==> src/rtl/core/beast_binary_frame_encoder_assert.svh <==
// Assertion macros for the back part of the frame encoder.
`ifndef BEAST_BINARY_FRAME_ENCODER_ASSERT_SVH
`define BEAST_BINARY_FRAME_ENCODER_ASSERT_SVH

// The consequent must hold in the same cycle as the antecedent.
`define BBFE_ASSERT_SAME(lbl, clk, rstn, ante, cons) \
    lbl: assert property (@(posedge clk) disable iff (!rstn) (ante) |-> (cons)) \
        else $error("frame encoder check failed");

// The consequent must hold in the cycle after the antecedent.
`define BBFE_ASSERT_NEXT(lbl, clk, rstn, ante, cons) \
    lbl: assert property (@(posedge clk) disable iff (!rstn) (ante) |=> (cons)) \
        else $error("frame encoder check failed");

`endif

==> src/rtl/core/bbfe_pkg.sv <==
// Package with the types and constants of the binary frame encoder.
package bbfe_pkg;

    localparam int unsigned TS_W = 48;
    localparam int unsigned LEN_W = 4;
    localparam int unsigned IDX_W = 4;

    localparam logic [7:0] ESC_BYTE = 8'h1A;
    localparam logic [7:0] TYPE_MODEAC = 8'h31;
    localparam logic [7:0] TYPE_SHORT = 8'h32;
    localparam logic [7:0] TYPE_LONG = 8'h33;

    localparam logic [LEN_W-1:0] LEN_MODEAC = 4'd2;
    localparam logic [LEN_W-1:0] LEN_SHORT = 4'd7;
    localparam logic [LEN_W-1:0] MAX_MSG_BYTES = 4'd14;

    localparam logic [TS_W-1:0] MODEAC_TIME_SKEW = TS_W'(377 * 20);

    localparam logic OP_HEADER = 1'b0;
    localparam logic OP_PAYLOAD = 1'b1;

    // Byte positions within one queued word.
    localparam logic [IDX_W-1:0] IDX_ESC = 4'd0;
    localparam logic [IDX_W-1:0] IDX_TYPE = 4'd1;
    localparam logic [IDX_W-1:0] IDX_TS_LAST = 4'd7;
    localparam logic [IDX_W-1:0] IDX_TAIL = 4'd8;

    typedef struct packed {
        logic            is_hdr;
        logic [7:0]      type_byte;
        logic [TS_W-1:0] ts;
        logic [7:0]      tail_byte;
        logic            frame_last;
    } t_job;

endpackage

==> src/rtl/core/bbfe_front.sv <==
// Front part: accepts input words, checks lengths and builds jobs for the queue.
module bbfe_front (
    input  logic                       i_clk,
    input  logic                       i_rst_n,
    input  logic                       i_in_valid,
    output logic                       o_in_stall,
    input  logic                       i_opcode,
    input  logic [bbfe_pkg::TS_W-1:0]  i_timestamp,
    input  logic [7:0]                 i_signal_level,
    input  logic [bbfe_pkg::LEN_W-1:0] i_length_bytes,
    input  logic [7:0]                 i_data_byte,
    input  logic                       i_q_full,
    output logic                       o_q_wr,
    output bbfe_pkg::t_job             o_q_data
);
    import bbfe_pkg::*;

    logic [LEN_W-1:0] r_remaining;
    logic [LEN_W-1:0] n_remaining;
    logic             accept;
    logic             is_hdr;
    logic             len_ok;
    logic [7:0]       type_byte;
    logic [TS_W-1:0]  ts_adj;

    assign accept = i_in_valid && !i_q_full;
    assign o_in_stall = i_q_full;
    assign is_hdr = (i_opcode == OP_HEADER);

    always_comb begin
        len_ok = 1'b1;
        type_byte = TYPE_LONG;
        ts_adj = i_timestamp;
        case (i_length_bytes)
            LEN_SHORT: begin
                type_byte = TYPE_SHORT;
            end
            MAX_MSG_BYTES: begin
                type_byte = TYPE_LONG;
            end
            LEN_MODEAC: begin
                type_byte = TYPE_MODEAC;
                ts_adj = i_timestamp + MODEAC_TIME_SKEW;
            end
            default: begin
                len_ok = 1'b0;
            end
        endcase
    end

    always_comb begin
        o_q_data.is_hdr = is_hdr;
        o_q_data.type_byte = type_byte;
        o_q_data.ts = ts_adj;
        o_q_data.tail_byte = is_hdr ? i_signal_level : i_data_byte;
        o_q_data.frame_last = !is_hdr && (r_remaining == LEN_W'(1));
        o_q_wr = accept && (is_hdr ? len_ok : (r_remaining != '0));
    end

    always_comb begin
        n_remaining = r_remaining;
        if (accept) begin
            if (is_hdr) begin
                n_remaining = len_ok ? i_length_bytes : '0;
            end else if (r_remaining != '0) begin
                n_remaining = r_remaining - LEN_W'(1);
            end
        end
    end

    always_ff @(posedge i_clk) begin
        if (!i_rst_n) begin
            r_remaining <= '0;
        end else begin
            r_remaining <= n_remaining;
        end
    end

endmodule

==> src/rtl/core/bbfe_queue.sv <==
// Short job queue between the front and back parts.
module bbfe_queue #(
    parameter int unsigned QUEUE_DEPTH = 4
) (
    input  logic           i_clk,
    input  logic           i_rst_n,
    input  logic           i_wr,
    input  bbfe_pkg::t_job i_wr_data,
    output logic           o_full,
    input  logic           i_rd,
    output logic           o_rd_valid,
    output bbfe_pkg::t_job o_rd_data
);
    import bbfe_pkg::*;

    localparam int unsigned PTR_W = (QUEUE_DEPTH > 1) ? $clog2(QUEUE_DEPTH) : 1;
    localparam int unsigned CNT_W = $clog2(QUEUE_DEPTH + 1);

    t_job             r_mem [QUEUE_DEPTH];
    logic [PTR_W-1:0] r_wr_ptr;
    logic [PTR_W-1:0] r_rd_ptr;
    logic [CNT_W-1:0] r_count;
    logic [PTR_W-1:0] n_wr_ptr;
    logic [PTR_W-1:0] n_rd_ptr;
    logic [CNT_W-1:0] n_count;
    logic             do_wr;
    logic             do_rd;

    assign o_full = (r_count == CNT_W'(QUEUE_DEPTH));
    assign o_rd_valid = (r_count != '0);
    assign o_rd_data = r_mem[r_rd_ptr];
    assign do_wr = i_wr && !o_full;
    assign do_rd = i_rd && o_rd_valid;

    always_comb begin
        n_wr_ptr = r_wr_ptr;
        n_rd_ptr = r_rd_ptr;
        n_count = r_count;
        if (do_wr) begin
            n_wr_ptr = (r_wr_ptr == PTR_W'(QUEUE_DEPTH - 1)) ? '0 : r_wr_ptr + PTR_W'(1);
        end
        if (do_rd) begin
            n_rd_ptr = (r_rd_ptr == PTR_W'(QUEUE_DEPTH - 1)) ? '0 : r_rd_ptr + PTR_W'(1);
        end
        if (do_wr && !do_rd) begin
            n_count = r_count + CNT_W'(1);
        end else if (do_rd && !do_wr) begin
            n_count = r_count - CNT_W'(1);
        end
    end

    always_ff @(posedge i_clk) begin
        if (do_wr) begin
            r_mem[r_wr_ptr] <= i_wr_data;
        end
    end

    always_ff @(posedge i_clk) begin
        if (!i_rst_n) begin
            r_wr_ptr <= '0;
            r_rd_ptr <= '0;
            r_count <= '0;
        end else begin
            r_wr_ptr <= n_wr_ptr;
            r_rd_ptr <= n_rd_ptr;
            r_count <= n_count;
        end
    end

endmodule

==> src/rtl/core/bbfe_back.sv <==
// Back part: serializes queued jobs into escaped bytes behind an output register.
module bbfe_back (
    input  logic           i_clk,
    input  logic           i_rst_n,
    input  logic           i_q_valid,
    input  bbfe_pkg::t_job i_q_data,
    output logic           o_q_rd,
    output logic           o_out_valid,
    input  logic           i_out_stall,
    output logic [7:0]     o_out_byte,
    output logic           o_run_last,
    output logic           o_frame_end
);
    import bbfe_pkg::*;

    `include "beast_binary_frame_encoder_assert.svh"

    t_job             r_job;
    logic             r_busy;
    logic [IDX_W-1:0] r_idx;
    logic             r_dup;
    logic             r_out_valid;
    logic [7:0]       r_out_byte;
    logic             r_out_last;
    logic             r_out_fend;
    t_job             n_job;
    logic             n_busy;
    logic [IDX_W-1:0] n_idx;
    logic             n_dup;
    logic             n_out_valid;
    logic [7:0]       n_out_byte;
    logic             n_out_last;
    logic             n_out_fend;
    logic             adv;
    logic             emit;
    logic             need_dup;
    logic             byte_last;
    logic             item_done;
    logic             pop;
    logic [2:0]       ts_sel;
    logic [7:0]       cur_byte;

    assign ts_sel = 3'(IDX_TS_LAST - r_idx);

    always_comb begin
        case (r_idx)
            IDX_ESC: cur_byte = ESC_BYTE;
            IDX_TYPE: cur_byte = r_job.type_byte;
            IDX_TAIL: cur_byte = r_job.tail_byte;
            default: cur_byte = r_job.ts[{ts_sel, 3'b000} +: 8];
        endcase
    end

    assign adv = !r_out_valid || !i_out_stall;
    assign emit = r_busy && adv;
    assign need_dup = (cur_byte == ESC_BYTE) && (r_idx != IDX_ESC) && !r_dup;
    assign byte_last = !need_dup && (r_idx == IDX_TAIL);
    assign item_done = emit && byte_last;
    assign pop = i_q_valid && (!r_busy || item_done);
    assign o_q_rd = pop;

    always_comb begin
        n_job = r_job;
        n_busy = r_busy;
        n_idx = r_idx;
        n_dup = r_dup;
        n_out_valid = r_out_valid;
        n_out_byte = r_out_byte;
        n_out_last = r_out_last;
        n_out_fend = r_out_fend;
        if (emit) begin
            n_out_valid = 1'b1;
            n_out_byte = cur_byte;
            n_out_last = byte_last;
            n_out_fend = byte_last && r_job.frame_last;
            n_dup = need_dup;
            if (!need_dup && !byte_last) begin
                n_idx = r_idx + IDX_W'(1);
            end
        end else if (adv) begin
            n_out_valid = 1'b0;
        end
        if (pop) begin
            n_job = i_q_data;
            n_busy = 1'b1;
            n_idx = i_q_data.is_hdr ? IDX_ESC : IDX_TAIL;
            n_dup = 1'b0;
        end else if (item_done) begin
            n_busy = 1'b0;
        end
    end

    always_ff @(posedge i_clk) begin
        r_job <= n_job;
        r_out_byte <= n_out_byte;
        r_out_last <= n_out_last;
        r_out_fend <= n_out_fend;
    end

    always_ff @(posedge i_clk) begin
        if (!i_rst_n) begin
            r_busy <= 1'b0;
            r_idx <= IDX_ESC;
            r_dup <= 1'b0;
            r_out_valid <= 1'b0;
        end else begin
            r_busy <= n_busy;
            r_idx <= n_idx;
            r_dup <= n_dup;
            r_out_valid <= n_out_valid;
        end
    end

    assign o_out_valid = r_out_valid;
    assign o_out_byte = r_out_byte;
    assign o_run_last = r_out_last;
    assign o_frame_end = r_out_fend;

    `BBFE_ASSERT_SAME(a_fend_is_last, i_clk, i_rst_n, r_out_valid && r_out_fend, r_out_last)
    `BBFE_ASSERT_SAME(a_dup_follows_esc, i_clk, i_rst_n, r_busy && r_dup, r_out_valid && (r_out_byte == ESC_BYTE))
    `BBFE_ASSERT_NEXT(a_pop_loads_job, i_clk, i_rst_n, pop, r_busy && !r_dup)

endmodule

==> src/rtl/core/beast_binary_frame_encoder.sv <==
// Top level of the Mode A/C/S binary frame encoder with escape stuffing.
//
//   Channel   Direction   Handshake                  Fields
//   in        to block    i_in_valid / o_in_stall    opcode, timestamp, level, length, data
//   out       from block  o_out_valid / i_out_stall  out_byte, run_last, frame_end
//
// Unless the output stalls, the back part emits one byte per cycle from its output register.
// A header word becomes 9 to 16 output bytes and a payload word 1 or 2, set by escape doubling.
// The front accepts a word per cycle while the job queue has room.
// Reset is synchronous and active low and closes any open message.
// An output stall holds the output register and fills the queue before the input stalls.
module beast_binary_frame_encoder #(
    parameter int unsigned QUEUE_DEPTH = 4
) (
    input  logic                       i_clk,
    input  logic                       i_rst_n,
    input  logic                       i_in_valid,
    output logic                       o_in_stall,
    input  logic                       i_opcode,
    input  logic [bbfe_pkg::TS_W-1:0]  i_timestamp,
    input  logic [7:0]                 i_signal_level,
    input  logic [bbfe_pkg::LEN_W-1:0] i_length_bytes,
    input  logic [7:0]                 i_data_byte,
    output logic                       o_out_valid,
    input  logic                       i_out_stall,
    output logic [7:0]                 o_out_byte,
    output logic                       o_run_last,
    output logic                       o_frame_end
);
    import bbfe_pkg::*;

    logic q_full;
    logic q_wr;
    t_job q_wr_data;
    logic q_rd;
    logic q_valid;
    t_job q_rd_data;

    bbfe_front u_front (
        .i_clk          (i_clk),
        .i_rst_n        (i_rst_n),
        .i_in_valid     (i_in_valid),
        .o_in_stall     (o_in_stall),
        .i_opcode       (i_opcode),
        .i_timestamp    (i_timestamp),
        .i_signal_level (i_signal_level),
        .i_length_bytes (i_length_bytes),
        .i_data_byte    (i_data_byte),
        .i_q_full       (q_full),
        .o_q_wr         (q_wr),
        .o_q_data       (q_wr_data)
    );

    bbfe_queue #(
        .QUEUE_DEPTH (QUEUE_DEPTH)
    ) u_queue (
        .i_clk      (i_clk),
        .i_rst_n    (i_rst_n),
        .i_wr       (q_wr),
        .i_wr_data  (q_wr_data),
        .o_full     (q_full),
        .i_rd       (q_rd),
        .o_rd_valid (q_valid),
        .o_rd_data  (q_rd_data)
    );

    bbfe_back u_back (
        .i_clk       (i_clk),
        .i_rst_n     (i_rst_n),
        .i_q_valid   (q_valid),
        .i_q_data    (q_rd_data),
        .o_q_rd      (q_rd),
        .o_out_valid (o_out_valid),
        .i_out_stall (i_out_stall),
        .o_out_byte  (o_out_byte),
        .o_run_last  (o_run_last),
        .o_frame_end (o_frame_end)
    );

endmodule
==> config.mk <==
export PLATFORM = sky130hd
export DESIGN_NAME = beast_binary_frame_encoder
export DESIGN_NICKNAME = d
export VERILOG_FILES = /design/src/rtl/core/bbfe_pkg.sv /design/src/rtl/core/bbfe_front.sv /design/src/rtl/core/bbfe_queue.sv /design/src/rtl/core/bbfe_back.sv /design/src/rtl/core/beast_binary_frame_encoder.sv
export VERILOG_INCLUDE_DIRS = /design/src /design/src/rtl/core
export SDC_FILE = /design/constraint.sdc
export NUM_CORES = 1
export LEC_CHECK = 0
export CAP_MARGIN = 20
export CORE_MARGIN = 1.5
export CORE_UTILIZATION = 45
export CTS_CLUSTER_SIZE = 12
export DETAILED_ROUTE_END_ITERATION = 6
export DONT_BUFFER_PORTS = 1
export MAX_ROUTING_LAYER = met4
export PLACE_DENSITY_LB_ADDON = 0.12
export SYNTH_ARGS = -nofsm -noshare
export SYNTH_HDL_FRONTEND = slang
export SYNTH_SLANG_ARGS = --single-unit
==> constraint.sdc <==
create_clock -name i_clk -period 4.08 [get_ports i_clk]
set_input_delay 0.612 -clock i_clk [delete_from_list [all_inputs] [get_ports i_clk]]
set_output_delay 0.612 -clock i_clk [all_outputs]
set_load 0.02 [all_outputs]
==> results.py, run 1 <==
metrics = {
    "status": {
        "outcome": "complete, no violations",
    },
    "synth": {
        "async_flop_share_pct": 0,
        "yosysUniqueCellTypes": 57,
        "ys_ff_latch": 329,
        "synth_top_cell_by_area": "edfxtp_1",
        "synthCells": 704,
        "yosysSeqAreaShare_pct": 72.8,
        "yosys.cell_count.top_type": "edfxtp_1",
        "ys.flop_type": "edfxtp_1",
        "ys_warn_count": 0,
        "synth-edff-count": 309,
        "synth_area_leaders": "edfxtp_1 (70%), mux4_2 (11%), dfxtp_1 (3.0%)",
        "postSynthAreaPerCell_um2": 18.9,
        "synth_area_um2": 13300,
        "synth_common_cells": "edfxtp_1 (309), mux4_2 (64), xnor2_1 (37), nand2_1 (27), nor2_1 (23)",
        "syn-num-nets": 790,
        "synth_top_cell_area_share_pct": 69.8,
    },
    "global_routing": {
        "grt_pass1_wl_mm": 40.7,
        "overflow": 0,
        "grt_antenna_before_repair": 0,
        "grt_max_degree": 65,
        "grt_util_all_layers_pct": 18.4,
        "grt_pass1_vias": 6800,
    },
    "clocking": {
        "cts_buffers": 36,
        "cts_hold_buf": 0,
        "insertion_delay_ns": 0.51,
        "path_clk_slew_ns": 0.06,
        "root_buffer": "clkbuf_16",
        "cts_tree": "built",
        "htreeDepth": 2,
        "cts_buffer_depth": 3,
        "cts-resized-gates": 0,
        "cts.sinks": 329,
        "post_cts.repair.setup_buffers": 0,
    },
    "detailed_routing": {
        "remaining_drc_errors": 0,
        "ant_nets": 0,
        "viasPerCell": 5.60,
        "wl_mm": 26.2,
        "wl_per_cell_um": 22.9,
        "vias": 6417,
        "drt-initial-drc-count": 486,
        "drt_pass1_iterations": 5,
    },
    "critical_path": {
        "end_kind": "flip-flop",
        "crit_type": "flip-flop to flip-flop",
        "crit_required_ns": 4.51,
        "slowest_stage": "mux4_1",
        "crit_chain": "mux4_1 > a222oi_1 > nand4_1 > nor4_4 > o21ai_4 > inv_1 > ha_2 > fa_1 > xnor2_1 > or3_1 > a21boi_0",
        "critPathArrivalTime_ns": 4.06,
        "critPathMaxStageDelay_ns": 0.65,
        "cp-start-kind": "flip-flop",
        "cp_max_fo": 14,
    },
    "final_layout": {
        "nets": 822,
        "layout-drive-gt1-share_pct": 21.2,
        "antenna_cells": 0,
        "design_area_um2": 15000,
        "n_fill_cell": 2349,
        "syn_to_final_growth_pct": 12.7,
    },
    "sta": {
        "post-route-period-util_pct": 89.0,
        "setup-violations-final": 0,
        "post-route-min-period_ns": 3.63,
        "whs_ns": 0.193,
        "fin_tns_setup_ns": 0,
        "slew_headroom_pct": 40.5,
        "slew_viol_final": 0,
        "skew_ns": 0.00677,
        "finalHoldViolations": 0,
        "max_freq_mhz": 275,
        "rsz0062_at_grt": "no",
        "tightest_slew_ns": 0.893,
    },
    "pwr": {
        "power_density_nw_per_um2": 644,
        "pwr-share-seq_pct": 49.9,
        "power_leakage_nw": 4.73,
        "ir_drop_uv": 271,
        "total_power_mw": 9.65,
        "internal_power_mw": 7.05,
        "clockPowerShare_pct": 31.2,
        "p_sw_mw": 2.60,
        "swShare_pct": 26.9,
        "p_comb_share_pct": 18.9,
    },
    "place": {
        "placed_area_um2": 13900,
        "post-dp-hpwl_mm": 16.9,
        "place_congestion": 0.888,
        "io_buffer_count": 0,
    },
    "worst_hold_path": {
        "worstHoldPathType": "input port to flip-flop",
    },
    "floorplanning": {
        "fp.dieH_um": 175,
        "fp.dieArea_um2": 30600,
        "rows": 62,
        "core_area_um2": 28900,
        "io_pins": 85,
        "die_w_um": 175,
        "start_util_pct": 46.0,
    },
    "job": {
        "maxCapViolations": 0,
    },
}
## final timing paths
kind,cells after the start,endpoint,start,slack [ns]
worst min register to register,2,u_queue.r_count[2]$_SDFFE_PN0P_,u_queue.r_count[2]$_SDFFE_PN0P_,0.54
worst max register to register,11,u_queue.r_count[2]$_SDFFE_PN0P_,u_back.r_idx[0]$_SDFFE_PN0P_,0.45
worst min-delay path,0,u_queue.r_mem[0][10]$_DFFE_PP_,i_timestamp[1],0.19
worst max-delay path,11,u_queue.r_count[2]$_SDFFE_PN0P_,u_back.r_idx[0]$_SDFFE_PN0P_,0.45
## cells in the final DEF, fill, tap and decap left out, drive strengths merged, types with 7 or more instances in the layout
cell and instances:
nand4 10, nor2b 10, xor2 12, and2 13, mux4 65, mux2i 14
inv 21, nand2 27, mux2 13, nor2 24, edfxtp 309, ha 12
nand3 17, nor3 7, o21ai 9, clkinv 8, dfxtp 20, buf 16
xnor2 37, clkbuf 50
## kinds of logic (layout without fill, tap and decap cells)
logic type / after synthesis / after routing / share of synthesized area [%]
muxes: 92 / 92 / 13.2
and+or+nand+nor: 137 / 137 / 5.64
DFF: 329 / 329 / 72.8
AOI/OAI and AO/OA: 43 / 43 / 2.49
buffers and inverters: 41 / 98 / 1.29
adders and majority gates: 13 / 13 / 1.28
xor gates and xnor gates: 49 / 49 / 3.23
## flip-flops by register name, summed over array words and instances (netlist names), named ones only
| signal | cells |
|---|---|
| u_back.o_frame_end | 1 |
| u_back.o_out_byte | 8 |
| u_back.o_out_valid | 1 |
| u_back.o_run_last | 1 |
| u_back.r_busy | 1 |
| u_back.r_dup | 1 |
| u_back.r_idx | 4 |
| u_back.r_job | 59 |
| u_front.r_remaining | 4 |
| u_queue.r_count | 3 |
| u_queue.r_mem | 240 |
| u_queue.r_rd_ptr | 2 |
| u_queue.r_wr_ptr | 2 |
## power by group through the flow
stage               logic, mW  clock network [mW]  registers, mW
global route             2.00                3.24           4.88
floorplan                1.46                   0           4.65
finish                   1.83                3.01           4.81
detailed placement       1.86                   0           4.89
CTS                      1.87                3.10           4.83
global placement         1.80                   0           4.89
## routing by layer
| layer | part of all wire (%) | global-route usage, % | vias to the layer above |
|---|---|---|---|
| li1 | - | - | 2883 |
| met1 | 45 | 25.1 | 3325 |
| met2 | 48 | 28.4 | 171 |
| met3 | 5.1 | 4.13 | 38 |
| met4 | 1.8 | 4.56 | 0 |
| met5 | 0 | - | - |
## stage by stage
step                      utilization (%)  setup slack [ns]  std cells
after detailed placement             48.1             0.487       1082
final                                51.9             0.449       1145
after global placement               48.1             0.730       1082
after floorplan                         -           0.00574        704
after CTS                            51.9             0.458       1145
after global routing                 51.9             0.177       1145
## layout make-up
| cell class | instances | area (um^2) | area share (%) |
|---|---|---|---|
| clock buffers | 50 | 1000 | 6.71 |
| clock inverters | 13 | 95.1 | 0.635 |
| inverters | 19 | 71.3 | 0.476 |
| multi-input cells | 334 | 3460 | 23.1 |
| flip-flops and latches | 329 | 9690 | 64.6 |
| well taps | 384 | 480 | 3.21 |
| repair buffers | 16 | 183 | 1.22 |
## critical path, delay by kind of cell, from the launching register on
kind	cells	cell delay (ns)
flip-flops	1	0.59
AO/OA/AOI/OAI	3	0.77
multiplexers	1	0.65
AND/OR/NAND/NOR	3	1.00
adder cells (fa/ha/maj)	2	0.38
buffers and inverters	1	0.07
XOR/XNOR	1	0.07
Power figures use the tool's default switching activity.
==> run 2: changes to the inputs <==
Settings changed: CTS_CLUSTER_SIZE 12 to 40, GPL_ROUTABILITY_DRIVEN set to 0, SYNTH_HIERARCHICAL set to 1.
==> run 2 against run 1 <==
  * Register-to-register slack got worse by 0.17 ns
  * Power increased by 6.3%
  * Worst setup slack got worse by 0.17 ns
  * Final cell count increased by 11%
  * Sequential power increased by 6.7%
  * Critical path type unchanged
  * Critical path depth increased by 5
  * Clock power increased by 9.3%
  * Global-route usage decreased by 0.086 points
  * Combinational power about the same
  * Routed wire length increased by 11%
==> results.py, run 2 <==
metrics = {
    "synth": {
        "synth_top_cell_by_area": "edfxtp_1",
        "yosys.cell_count.top_type": "edfxtp_1",
        "async_flop_share_pct": 0,
        "yosysUniqueCellTypes": 67,
        "synth_area_leaders": "edfxtp_1 (69%), mux4_2 (11%), dfxtp_1 (2.7%)",
        "postSynthAreaPerCell_um2": 18.7,
        "ys_warn_count": 6,
        "yosysSeqAreaShare_pct": 71.9,
        "synth_top_cell_area_share_pct": 69.1,
        "synth_common_cells": "edfxtp_1 (339), mux4_2 (71), nand2_1 (40), xnor2_1 (29), nand3_1 (23)",
        "ys.flop_type": "edfxtp_1",
        "synthCells": 786,
        "synth_area_um2": 14700,
        "ys_ff_latch": 359,
        "synth-edff-count": 339,
    },
    "sta": {
        "rsz0062_at_grt": "no",
        "tightest_slew_ns": 1.01,
        "post-route-period-util_pct": 93.1,
        "skew_ns": 0.0101,
        "slew_headroom_pct": 32.4,
        "finalHoldViolations": 0,
        "setup-violations-final": 0,
        "max_freq_mhz": 263,
        "slew_viol_final": 0,
        "fin_tns_setup_ns": 0,
        "worst_slack_ns": 0.280,
        "post-route-min-period_ns": 3.80,
    },
    "detailed_routing": {
        "wl_met2_mm": 14.7,
        "viasPerCell": 5.52,
        "vias": 7035,
        "remaining_drc_errors": 0,
        "ant_nets": 0,
        "route.met3.wl_mm": 1.29,
        "wl_per_cell_um": 22.7,
        "m1WireLength_mm": 12.6,
        "wl_mm": 29.0,
        "top_layer_used": "met4",
        "drt-initial-drc-count": 524,
        "drt_pass1_iterations": 5,
    },
    "final_layout": {
        "layout-drive-gt1-share_pct": 21.4,
        "nets": 896,
        "top_register": "u_queue/r_mem",
        "mostFrequentLayoutCells": "edfxtp_1 (339), mux4_2 (71), clkbuf_16 (41)",
        "syn_to_final_growth_pct": 11.8,
        "largest_reg_flops": 264,
        "design_area_um2": 16500,
        "antenna_cells": 0,
        "n_fill_cell": 2659,
        "fin_util_pct": 50.8,
        "layout_commonest_cell": "edfxtp_1",
    },
    "critical_path": {
        "crit_required_ns": 4.53,
        "crit_start": "u_back/r_idx[1]$_SDFFE_PN0P_",
        "cp-start-kind": "flip-flop",
        "crit_chain": "inv_1 > ha_1 > nor2b_1 > or3_1 > o221ai_2 > nor4b_4 > nand4_4 > a31oi_4 > nor2b_4 > o31ai_2 > ha_2 > inv_1 > fa_1 > xor2_1 > or3_1 > a21boi_0",
        "end_kind": "flip-flop",
        "cp_top_family": "simple AND/OR/NAND/NOR gates",
        "critPathArrivalTime_ns": 4.25,
        "critPathMaxStageDelay_ns": 0.41,
        "slowest_stage": "nor2b_1",
        "regToRegStartpoint": "u_back/r_idx[1]$_SDFFE_PN0P_",
        "critPathBufInv": 2,
        "crit_type": "flip-flop to flip-flop",
        "cp_max_fo": 7,
    },
    "pwr": {
        "power_density_nw_per_um2": 623,
        "p_sw_mw": 2.72,
        "clockPowerShare_pct": 32.1,
        "ir_drop_uv": 359,
        "pwr-share-seq_pct": 50.0,
        "p_comb_share_pct": 17.9,
        "swShare_pct": 26.5,
        "power_leakage_nw": 5.16,
        "internal_power_mw": 7.54,
    },
    "global_routing": {
        "overflow": 0,
        "grt_max_degree": 71,
        "grt_util_all_layers_pct": 18.4,
        "grt_antenna_before_repair": 0,
        "grt_pass1_wl_mm": 44.8,
        "grt_pass1_vias": 7458,
    },
    "floorplanning": {
        "io_pins": 85,
        "die_w_um": 184,
        "rows": 66,
        "fp.dieArea_um2": 33800,
        "start_util_pct": 45.5,
        "core_area_um2": 32400,
        "fp.dieH_um": 184,
    },
    "place": {
        "placed_area_um2": 15300,
        "post-dp-hpwl_mm": 17.8,
        "io_buffer_count": 0,
        "place_ws_ns": 0.326,
    },
    "clocking": {
        "post_cts.repair.setup_buffers": 0,
        "cts.sinks": 359,
        "cts_hold_buf": 0,
        "root_buffer": "clkbuf_16",
        "cts-resized-gates": 0,
        "cts_buffer_depth": 3,
        "cts_tree": "built",
        "path_clk_slew_ns": 0.06,
        "insertion_delay_ns": 0.52,
        "htreeDepth": 2,
        "cts_buffers": 39,
    },
    "job": {
        "maxCapViolations": 0,
    },
    "worst_hold_path": {
        "min-delay-start": "i_timestamp[1]",
        "worstHoldPathType": "input port to flip-flop",
    },
    "status": {
        "outcome": "complete, no violations",
    },
}
-- run 2: cell count changes after synthesis, sizes merged, moves of 4 or more --
cell / delta
mux4: +8
nor2b: -4
o21ai: +4
nor3b: +5
nand2: +13
and3: +7
buf: +17
xor2: +10
xnor2: -8
mux2: -4
nand3: +7
nor2: -5
edfxtp: +30
-- run 2: power by group through the flow --
stage	Clock, mW	Sequential (mW)	Combinational [mW]
after floorplan	0	4.98	1.53
after global placement	0	5.22	1.81
after detailed placement	0	5.22	1.87
after CTS	3.36	5.15	1.88
after global routing	3.52	5.19	2.00
final	3.29	5.13	1.84
-- run 2: worst paths after layout --
| kind | end | slack, ns | depth (start not counted) |
|---|---|---|---|
| max | u_queue/r_count[2]$_SDFFE_PN0P_ | 0.28 | 16 |
| min | u_queue/r_mem[2][10]$_DFFE_PP_ | 0.19 | 0 |
| max reg2reg | u_queue/r_count[2]$_SDFFE_PN0P_ | 0.28 | 16 |
| min reg2reg | u_front/r_remaining[1]$_SDFFE_PN0P_ | 0.50 | 2 |
-- run 2: worst register-to-register path, stage by stage (launching register included) --
cell and delay (ns):
dfxtp_1 0.30, inv_1 0.12, ha_1 0.20, nor2b_1 0.41, or3_1 0.26, o221ai_2 0.16, nor4b_4 0.32, nand4_4 0.19
a31oi_4 0.26, nor2b_4 0.06, o31ai_2 0.11, ha_2 0.27, inv_1 0.06, fa_1 0.38, xor2_1 0.18, or3_1 0.30
a21boi_0 0.15
-- run 2: cell type report --
class	instances	area [um^2]	share of cell area (%)
clock buffer	46	1040	6.35
multi-input combinational	378	3880	23.6
tap	442	553	3.36
inverter	17	63.8	0.388
clock inverter	18	145	0.882
sequential	359	10600	64.3
timing repair buffer	15	188	1.14
-- run 2: cells by family (layout without fill, tap and decap cells) --
group / Yosys count / count (layout) / synth area share [%]
AND/OR/NAND/NOR: 160 / 160 / 6.29
flip-flops: 359 / 359 / 71.9
buffers and inverters: 53 / 96 / 2.07
adder cells (fa/ha/maj): 13 / 13 / 1.16
XOR/XNOR: 51 / 51 / 3.03
multiplexers: 95 / 95 / 12.8
other: 2 / 6 / 0.0510
AO/OA/AOI/OAI: 53 / 53 / 2.74
-- run 2: layer usage --
metal	vias up	track usage (%)
li1	3173	-
met1	3654	24.1
met2	165	29.9
met3	43	3.33
met4	0	4.33
met5	-	-
-- run 2: stage by stage --
stage / cells / hold slack, ns / power, mW
6_report: 1275 / 0.193 / 10.3
3_3_place_gp: 1211 / 0.464 / 7.03
4_1_cts: 1275 / 0.170 / 10.4
2_1_floorplan: 790 / 0.455 / 6.51
3_5_place_dp: 1211 / 0.500 / 7.09
5_1_grt: 1275 / 0.165 / 10.7
==> run 3: changes to the inputs <==
Settings changed: SETUP_SLACK_MARGIN set to 0.5.
==> run 3 against run 2 <==
  * Largest cell class unchanged
  * Clock power up 7.6%
  * Via count up 2.0%
  * Die area stayed put
  * Critical path type unchanged
  * Global-route usage rose by 0.057 points
  * Non-clock buffer count rose by 9
  * Highest routed layer unchanged
  * Final cell count up 1.5%
  * Critical endpoint unchanged
  * Register-to-register slack better by 0.37 ns
==> results.py, run 3 (synthesized netlist as in run 2, its figures left out) <==
metrics = {
    "clocking": {
        "root_buffer": "clkbuf_16",
        "cts_hold_buf": 0,
        "cts_buffers": 40,
        "cts_tree": "built",
        "htreeDepth": 2,
        "path_clk_slew_ns": 0.06,
        "insertion_delay_ns": 0.52,
        "cts_buffer_depth": 3,
        "cts.sinks": 359,
    },
    "detailed_routing": {
        "drt_pass1_iterations": 5,
        "wl_mm": 29.4,
        "wl_per_cell_um": 22.7,
        "viasPerCell": 5.54,
        "ant_nets": 0,
        "drt-initial-drc-count": 428,
        "vias": 7174,
        "remaining_drc_errors": 0,
    },
    "global_routing": {
        "grt_pass1_vias": 7564,
        "grt_max_degree": 71,
        "grt_antenna_before_repair": 1,
        "grt_util_all_layers_pct": 18.4,
        "overflow": 0,
        "grt_pass1_wl_mm": 44.7,
    },
    "floorplanning": {
        "start_util_pct": 45.5,
        "fp.dieArea_um2": 33800,
        "fp.dieH_um": 184,
        "rows": 66,
        "io_pins": 85,
        "die_w_um": 184,
        "core_area_um2": 32400,
    },
    "status": {
        "outcome": "complete, no violations",
    },
    "place": {
        "post-dp-hpwl_mm": 18.1,
        "io_buffer_count": 0,
        "place_ws_ns": 0.244,
    },
    "final_layout": {
        "antenna_cells": 0,
        "syn_to_final_growth_pct": 13.6,
        "layout_commonest_cell": "edfxtp_1",
        "layout-drive-gt1-share_pct": 23.7,
        "nets": 906,
        "top_register": "u_queue/r_mem",
        "fin_util_pct": 51.7,
        "mostFrequentLayoutCells": "edfxtp_1 (339), mux4_2 (71), clkbuf_16 (41)",
        "largest_reg_flops": 264,
    },
    "sta": {
        "max_freq_mhz": 292,
        "skew_ns": 0.0134,
        "tightest_slew_ns": 0.956,
        "finalHoldViolations": 0,
        "setup-violations-final": 0,
        "post-route-min-period_ns": 3.43,
        "slew_headroom_pct": 36.3,
        "worst_slack_ns": 0.652,
        "fin_tns_setup_ns": 0,
        "slew_viol_final": 0,
        "whs_ns": 0.186,
        "rsz0062_at_grt": "no",
        "post-route-period-util_pct": 84.0,
    },
    "worst_hold_path": {
        "worstHoldPathType": "input port to flip-flop",
    },
    "pwr": {
        "ir_drop_uv": 375,
        "power_density_nw_per_um2": 637,
        "power_leakage_nw": 5.27,
    },
    "critical_path": {
        "critPathArrivalTime_ns": 3.87,
        "crit_chain": "buf_8 > mux4_2 > a211oi_2 > nor4b_4 > nand4_4 > a31oi_4 > nor2b_4 > o31ai_4 > ha_2 > inv_1 > fa_2 > xor2_1 > or3_1 > a21boi_1",
        "crit_required_ns": 4.52,
        "critPathMaxStageDelay_ns": 0.54,
        "end_kind": "flip-flop",
        "cp_max_fo": 7,
        "slowest_stage": "mux4_2",
        "cp-start-kind": "flip-flop",
        "crit_type": "flip-flop to flip-flop",
    },
    "job": {
        "maxCapViolations": 0,
    },
}
[run 3: area by class of cell]
class / instances / area, um^2
Clock buffer: 46 / 1040
Clock inverter: 28 / 274
Inverter: 17 / 63.8
Multi-Input combinational cell: 378 / 3940
Tap cell: 442 / 553
Sequential cell: 359 / 10600
Timing Repair Buffer: 24 / 254
Fill cell: 2609 / 15700
[run 3: where the power goes]
part	switching, mW	internal [mW]	total [mW]
registers	0.365	4.78	5.14
logic	1.07	0.896	1.97
clock network	1.38	2.16	3.54
total	2.82	7.83	10.7
[run 3: routing by layer]
layer / GRT usage (%) / routed length [um] / share of wire [%]
met1: 23.3 / 12500 / 42
met4: 4.95 / 607 / 2.1
met5: - / 0 / 0
met2: 30.8 / 15100 / 51
met3: 3.21 / 1210 / 4.1
[run 3: metrics by stage]
| stage | cells | area (um^2) | power [mW] |
|---|---|---|---|
| 3_5_place_dp | 1212 | 15300 | 7.12 |
| 6_report | 1294 | 16700 | 10.7 |
| 3_3_place_gp | 1212 | 15300 | 7.05 |
| 2_1_floorplan | 790 | 14800 | 6.54 |
| 5_1_grt | 1294 | 16700 | 11.1 |
| 4_1_cts | 1290 | 16600 | 10.7 |
[run 3: worst max-delay path: cells and delay by family, from the launching register on]
family	cells	cell delay, ns
fa+ha+maj	2	0.56
mux	1	0.54
compound gates	4	0.71
flops	1	0.37
buf+inv	2	0.18
simple gates	4	0.81
xor+xnor	1	0.18
[run 3: worst paths after layout]
kind	start	cells past startpoint	slack (ns)	endpoint
hold / removal	i_timestamp[1]	0	0.19	u_queue/r_mem[0][10]$_DFFE_PP_
hold reg to reg	u_front/r_remaining[1]$_SDFFE_PN0P_	2	0.50	u_front/r_remaining[1]$_SDFFE_PN0P_
setup / recovery	u_back/r_idx[0]$_SDFFE_PN0P_	14	0.65	u_queue/r_count[2]$_SDFFE_PN0P_
setup reg to reg	u_back/r_idx[0]$_SDFFE_PN0P_	14	0.65	u_queue/r_count[2]$_SDFFE_PN0P_
[run 3: repair_timing]
item,4_1_cts,5_1_grt
setup endpoints to repair,1,1
gates resized for setup,5,12
pin swaps,4,7
setup buffers,4,4
